[src/hw/rtl/knn_background_subtract_pixel_unit_defines.svh]
`ifndef KNN_BACKGROUND_SUBTRACT_PIXEL_UNIT_DEFINES_SVH
`define KNN_BACKGROUND_SUBTRACT_PIXEL_UNIT_DEFINES_SVH

// Checks in the clk domain, quiet while arst_n is low.
`define KNNBG_ASSERT_IMP(label, ante, cons, msg) \
	label: assert property (@(posedge clk) disable iff (!arst_n) (ante) |-> (cons)) \
		else $error(msg);

`define KNNBG_ASSERT_NXT(label, ante, cons, msg) \
	label: assert property (@(posedge clk) disable iff (!arst_n) (ante) |=> (cons)) \
		else $error(msg);

`endif

[src/hw/rtl/knnbg_pkg.sv]
`timescale 1ns / 1ps

package knnbg_pkg;

	localparam int MAX_WIDTH  = 256;
	localparam int MAX_HEIGHT = 256;
	localparam int HIST_DEPTH = 7;

	localparam int GRAY_W   = 8;
	localparam int DIM_W    = 9;
	localparam int DIST_W   = 9;
	localparam int THRESH_W = 3;
	localparam int LOCS     = MAX_WIDTH * MAX_HEIGHT;
	localparam int LOC_W    = $clog2(LOCS);
	localparam int CNT_W    = LOC_W + 1;
	localparam int SLOT_W   = $clog2(HIST_DEPTH);
	localparam int VOTE_W   = $clog2(HIST_DEPTH + 1);

	// one history word per pixel location
	typedef struct packed {
		logic [HIST_DEPTH-1:0]             flags;
		logic [HIST_DEPTH-1:0][GRAY_W-1:0] grays;
	} hist_t;

	localparam int HIST_W = $bits(hist_t);

	typedef struct packed {
		logic is_fg;
		logic new_flag;
	} vote_t;

	typedef enum logic [1:0] {
		REG_FRAME_WIDTH  = 2'd0,
		REG_FRAME_HEIGHT = 2'd1,
		REG_MATCH_DIST   = 2'd2,
		REG_VOTE_THRESH  = 2'd3
	} reg_t;

endpackage

[src/hw/rtl/knnbg_vote.sv]
`timescale 1ns / 1ps

module knnbg_vote (
	input  logic [knnbg_pkg::GRAY_W-1:0]   gray,
	input  knnbg_pkg::hist_t               hist,
	input  logic [knnbg_pkg::SLOT_W-1:0]   slot,
	input  logic [knnbg_pkg::DIST_W-1:0]   match_distance,
	input  logic [knnbg_pkg::THRESH_W-1:0] vote_threshold,
	output knnbg_pkg::hist_t               hist_new,
	output knnbg_pkg::vote_t               vote
);

	logic [knnbg_pkg::HIST_DEPTH-1:0] hit;
	logic [knnbg_pkg::VOTE_W-1:0]     match_cnt;
	logic [knnbg_pkg::VOTE_W-1:0]     flagged;
	logic [knnbg_pkg::VOTE_W-1:0]     thresh;

	always_comb begin
		logic [knnbg_pkg::GRAY_W-1:0] diff;
		for (int n = 0; n < knnbg_pkg::HIST_DEPTH; n++) begin
			diff = (gray >= hist.grays[n]) ? gray - hist.grays[n] : hist.grays[n] - gray;
			hit[n] = {1'b0, diff} < match_distance;
		end
	end

	always_comb begin
		match_cnt = '0;
		flagged   = '0;
		for (int n = 0; n < knnbg_pkg::HIST_DEPTH; n++) begin
			match_cnt = match_cnt + knnbg_pkg::VOTE_W'(hit[n]);
			flagged   = flagged + knnbg_pkg::VOTE_W'(hit[n] & hist.flags[n]);
		end
	end

	assign thresh = knnbg_pkg::VOTE_W'(vote_threshold);

	assign vote.is_fg    = flagged < thresh;
	assign vote.new_flag = match_cnt >= thresh;

	always_comb begin
		hist_new = hist;
		hist_new.grays[slot] = gray;
		hist_new.flags[slot] = vote.new_flag;
	end

endmodule

[config.mk]
export PLATFORM = sky130hd
export DESIGN_NAME = knnbg_vote
export DESIGN_NICKNAME = d
export VERILOG_FILES = /design/src/hw/rtl/knn_background_subtract_pixel_unit_defines.svh /design/src/hw/rtl/knnbg_pkg.sv /design/src/hw/rtl/knnbg_vote.sv
export SDC_FILE = /design/constraint.sdc
export NUM_CORES = 1
export LEC_CHECK = 0
export BUFFER_PORTS_ARGS = -buffer_cell sky130_fd_sc_hd__buf_2
export CAP_MARGIN = 20
export CORE_AREA = 2 2 114 116
export DETAILED_ROUTE_END_ITERATION = 16
export DIE_AREA = 0 0 116 118
export PLACE_DENSITY = 0.8
export SLEW_MARGIN = 20
export SYNTH_ARGS = -nofsm -noshare
export SYNTH_HDL_FRONTEND = slang
export SYNTH_SLANG_ARGS = --single-unit
[constraint.sdc]
create_clock -name vclk -period 10.03
set_input_delay 2.006 -clock vclk [all_inputs]
set_output_delay 2.006 -clock vclk [all_outputs]
set_load 0.005 [all_outputs]
==> run metrics, run 1 <==
status finished clean; number of routed nets with antenna violations 0; LEAKAGE between 4 and 5 nW; sequential-to-total area share from yosys stat 0%; gr usage total 29.3%; fraction of layout cells with a size suffix above 1 around 27%; die width approximately 120 um; clk_buf instances 0; Total Nets Final between 1000 and 1500; max cap viols 0; Routed WL per cell ~17 um; final hold viol count 0; RSZ-0062 raised after global routing yes; critical path's largest stage delay between 0.5 and 0.6 ns; Peak VDD IR 0.0556 mV; Vias/cell 5.75; WS Path Type primary input to output port; DP HPWL 17.1 mm; number of global-route vias before repair ~6400; total grt overflow 0; initial antenna violation count 0; Seq cells 0; FF/Latch Area 0 um2; Core Region about 0.012 mm2; largest net degree at the start of global routing 19; Min-Delay Path Class primary input to output port; Fin Hold WS 4.32 ns; P&R area growth vs syn 24.6%; Max Freq roughly 0.10 GHz; Top Ports around 150; synthesized cell area between 0.006 and 0.007 mm2; Crit. End Element output port; final setup margin roughly 0.042 ns; Via Count around 7000; die area 0.0137 mm2; crit start category primary input; count of different cell masters after synthesis approximately 50; Slew headroom 32.5%; IO buf count ~150; dpl ws -0.278 ns; final setup fails 0; crit share post-route between 90 and 100%; first-pass GRT wire length roughly 32 mm; Final min period 9.99 ns; critical path fanouts, max 5; area of the multi-input gates around 0.0060 mm2; most frequent CP cell inv_2; global placement routability congestion roughly 1; Power Density roughly 82 mW/mm2; Least-Margin Pin Slew around 1.0 ns; n_diodes 0; DRT iter0 DRCs 501; Starting Density between 50 and 60%; first-pass detailed-route iteration total 5; cell area after layout 0.00790 mm2; Yosys warning count 0; DR DRC count 0; DRT Wirelength roughly 21 mm; dpl cell area around 0.0076 mm2; Post-Syn Instances 840; hold_buf cts 0; post-layout util about 64%; row count between 40 and 50; fin. max-slew vios 0; Die Span Y between 100 and 150 um; Worst path slowest cell fa_1; critical path data arrival time approximately 8 ns; Mapped Avg Cell Area about 7.5 um2; CP Data Required Time 8.02 ns; Fill cells around 1100; Synth Net Count around 1100; Total Power 0.000651 W
## kinds of logic (layout without fill, tap and decap cells)
family	after synthesis	in the layout	synth area share, %
compound gates	271	271	26.6
fa+ha+maj	181	181	38.3
simple gates	164	164	12.7
buf+inv	131	322	8.35
mux	51	51	8.25
xor+xnor	42	42	5.80
## Yosys cell counts (all sizes together), types with 8 or more instances
cell type,number,area [um2]
fa,22,440
buf,10,75.1
clkbuf,18,67.6
o21ai,91,455
nand3,9,45.0
xnor2,19,166
xor2,23,201
nand4,8,50.1
nand2b,13,81.3
a21boi,9,67.6
nor2,17,66.3
a21o,39,293
a21oi,85,448
mux2,10,113
a211oi,12,140
mux2i,41,410
ha,159,1990
o21bai,8,60.1
inv,103,387
nand2,84,315
## routing by layer
layer  part of all wire (%)  GRT usage (%)
met4                    5.2           13.2
met1                     42           38.9
met5                      0              0
met2                     45           47.5
met3                    7.7           2.73
## per-stage QoR
step | TNS (ns) | std cells
floorplan | 0 | 840
global placement | -0.631 | 1197
detailed placement | -1.74 | 1197
CTS | 0 | 1199
global route | -1.38 | 1203
finish | 0 | 1203
## where the power goes
part           switching [W]  internal, W  total [W]
sequential                 0            0          0
combinational       0.000350     0.000301   0.000651
clock                      0            0          0
## area by class of cell
cell class | instances | share of cell area (%)
Timing Repair Buffer | 219 | 16.6
Multi-Input combinational cell | 709 | 75.7
Tap cell | 172 | 2.72
Inverter | 103 | 4.94
## critical path, delay by kind of cell
| family | cells | cell delay, ns |
|---|---|---|
| AOI/OAI and AO/OA | 7 | 1.04 |
| adders and majority gates | 8 | 2.86 |
| buffers and inverters | 10 | 0.98 |
| and+or+nand+nor | 4 | 0.80 |
| xor gates and xnor gates | 1 | 0.10 |
| muxes | 1 | 0.20 |
## cell usage in the layout (no fill, tap or decap), types with 17 or more instances in the layout
master,instances
a21oi_1,71
fa_1,17
mux2i_1,37
xnor2_1,19
ha_1,157
o21ai_0,87
buf_4,60
a21o_1,39
inv_1,97
nand2_1,83
buf_2,150
xor2_1,23
## final timing paths
| check | start | endpoint | slack, ns | depth (start not counted) |
|---|---|---|---|---|
| worst max-delay path | gray[0] | hist_new[62] | 0.04 | 31 |
| worst min-delay path | hist[28] | hist_new[28] | 4.32 | 4 |
## timing repair
action,in CTS,in global routing
pin swaps,3,36
gates resized for setup,9,48
endpoints found under the setup margin,9,9
buffers inserted,2,5
Note: power is estimated with default switching activity, not from simulation.
==> inputs of run 2 (changes only) <==
--- a/config.mk
+++ b/config.mk
@@ -7,10 +7,11 @@
 export LEC_CHECK = 0
 export BUFFER_PORTS_ARGS = -buffer_cell sky130_fd_sc_hd__buf_2
 export CAP_MARGIN = 20
-export CORE_AREA = 2 2 114 116
+export CORE_AREA = 2 2 97 118
 export DETAILED_ROUTE_END_ITERATION = 16
-export DIE_AREA = 0 0 116 118
-export PLACE_DENSITY = 0.8
+export DIE_AREA = 0 0 99 120
+export PLACE_DENSITY = 0.88
+export SKIP_LAST_GASP = 1
 export SLEW_MARGIN = 20
 export SYNTH_ARGS = -nofsm -noshare
 export SYNTH_HDL_FRONTEND = slang
==> constraint.sdc (replaced) <==
create_clock -name vclk -period 12.9
set_input_delay 2.58 -clock vclk [all_inputs]
set_output_delay 2.58 -clock vclk [all_outputs]
set_load 0.005 [all_outputs]
==> run metrics, run 2 (synthesis gave the netlist of run 1 again) <==
Min-Delay Startpoint hist[45]; final hold viol count 0 (unchanged); dpl ws 0.611 ns (+0.889 ns); DRT Wirelength 19.5 mm (-7.3%); Crit. End Element output port; Worst path slowest cell fa_1; setup TNS 0 ns (unchanged); Top Ports 151 (unchanged); largest net degree at the start of global routing 19 (unchanged); Die Span Y 120 um (+1.7%); fin. max-slew vios 0 (unchanged); Slew headroom 30.0% (-2.5 points); die width 99 um (-15%); global placement routability congestion 0.976 (-2.8%); DP HPWL 15.6 mm (-8.5%); first-pass GRT wire length 30.7 mm (-3.7%); number of routed nets with antenna violations 0 (unchanged); first-pass detailed-route iteration total 6 (+1); critical path's largest stage delay 0.56 ns (about the same); Final Non-Filler Cells 1107 (-8.0%); placed cells 1107 (-7.5%); initial antenna violation count 0 (unchanged); Starting Density 58.8% (+7.8 points); total grt overflow 0 (unchanged); Routed WL per cell 17.6 um (+0.69%); FF/Latch Area 0 um2 (unchanged); gr busiest metal met2; Critical Path Source gray[3]; commonest cells after routing, fill and taps aside ha_1, buf_2, inv_1, o21ai_0, nand2_1; met3 usage 3.15% (+0.42 points); RSZ-0062 raised after global routing no; final setup fails 0 (unchanged); LEAKAGE 4.04 nW (-6.7%); commonest non-fill, non-tap cell in the layout ha_1; Max Freq a little over 0.08 GHz; Power Density 63.6 mW/mm2 (-23%); Post-CTS Repair Setup Buffers 0 (-2); clk_buf instances 0 (unchanged); row count 42 (+2.4%); Total Power 0.000458 W (-30%); IO buf count 151 (unchanged); Via Count 6759 (-2.2%); CP Data Required Time 10.32 ns (+2.30 ns); gr usage total 31.8% (+2.5 points); critical path data arrival time 9.79 ns (+1.81 ns); Vias/cell 6.11 (+6.3%); Peak VDD IR 0.0474 mV (-15%); final setup margin 0.531 ns (+0.488 ns); P&R area growth vs syn 13.7%; Final min period 12.37 ns; Min-Delay Path Class primary input to output port; DRT iter0 DRCs 444 (-11%); crit share post-route a little over nine tenths; Least-Margin Pin Slew 1.05 ns (+0.0377 ns); status finished clean; fraction of layout cells with a size suffix above 1 19.6% (-7.8 points); max cap viols 0 (unchanged); post-cts repair resize count 0 (-9); DR DRC count 0 (unchanged); number of global-route vias before repair 6574 (+3.4%); hold path depth 4 (unchanged); critical path fanouts, max 12 (+7); hold_buf cts 0 (unchanged); Total Nets Final 1244 (-4.3%); Core Region 0.0108 mm2 (-13%); WS Path Type primary input to output port; n_diodes 0 (unchanged); most frequent CP cell inv_1; Seq cells 0 (unchanged); die area 0.0119 mm2 (-13%); M1 GR Usage 36.7% (-2.2 points); crit start category primary input; grt met2 use 56.9% (+9.4 points)
==> run 2: changes by cell type in the layout (fill, tap and decap cells not counted), moves of 5 or more <==
cell | previous run | this run
buf_4 | 60 | 12
a21oi_1 | 71 | 79
a21oi_2 | 13 | 6
buf_6 | 7 | 0
inv_1 | 97 | 103
fa_1 | 17 | 22
fa_2 | 5 | 0
inv_2 | 5 | 0
==> run 2: worst max-delay path, delay by kind of cell <==
family                     cells  cell delay (ns)
AOI/OAI and AO/OA              9             1.75
adders and majority gates      7             2.87
buffers and inverters          8             1.37
muxes                          1             0.39
and+or+nand+nor                3             0.82
==> run 2: report_power, final <==
part           internal (W)  total [W]  switching, W
clock network             0          0             0
logic              0.000203   0.000458      0.000256
registers                 0          0             0
==> run 2: layout make-up <==
cell class | instances | area (um2)
fillers | 919 | 3570
inverters | 103 | 387
repair buffers | 163 | 846
well taps | 132 | 165
multi-input cells | 709 | 5810
==> run 2: worst paths after layout <==
path | to | slack, ns
hold / removal | hist_new[45] | 5.47
setup / recovery | hist_new[58] | 0.53
==> run 2: per-layer routing <==
| metal | wire [um] | part of all wire [%] |
|---|---|---|
| met1 | 7340 | 38 |
| met2 | 9400 | 48 |
| met3 | 1510 | 7.7 |
| met4 | 1230 | 6.3 |
| met5 | 0 | 0 |
==> run 2: metrics by stage <==
step	area, um2	util [%]	hold WS, ns
2_1_floorplan	6340	-	5.26
3_3_place_gp	7210	66.9	5.46
3_5_place_dp	7210	66.9	5.47
4_1_cts	7210	66.9	5.47
5_1_grt	7210	66.9	5.49
6_report	7210	66.9	5.47
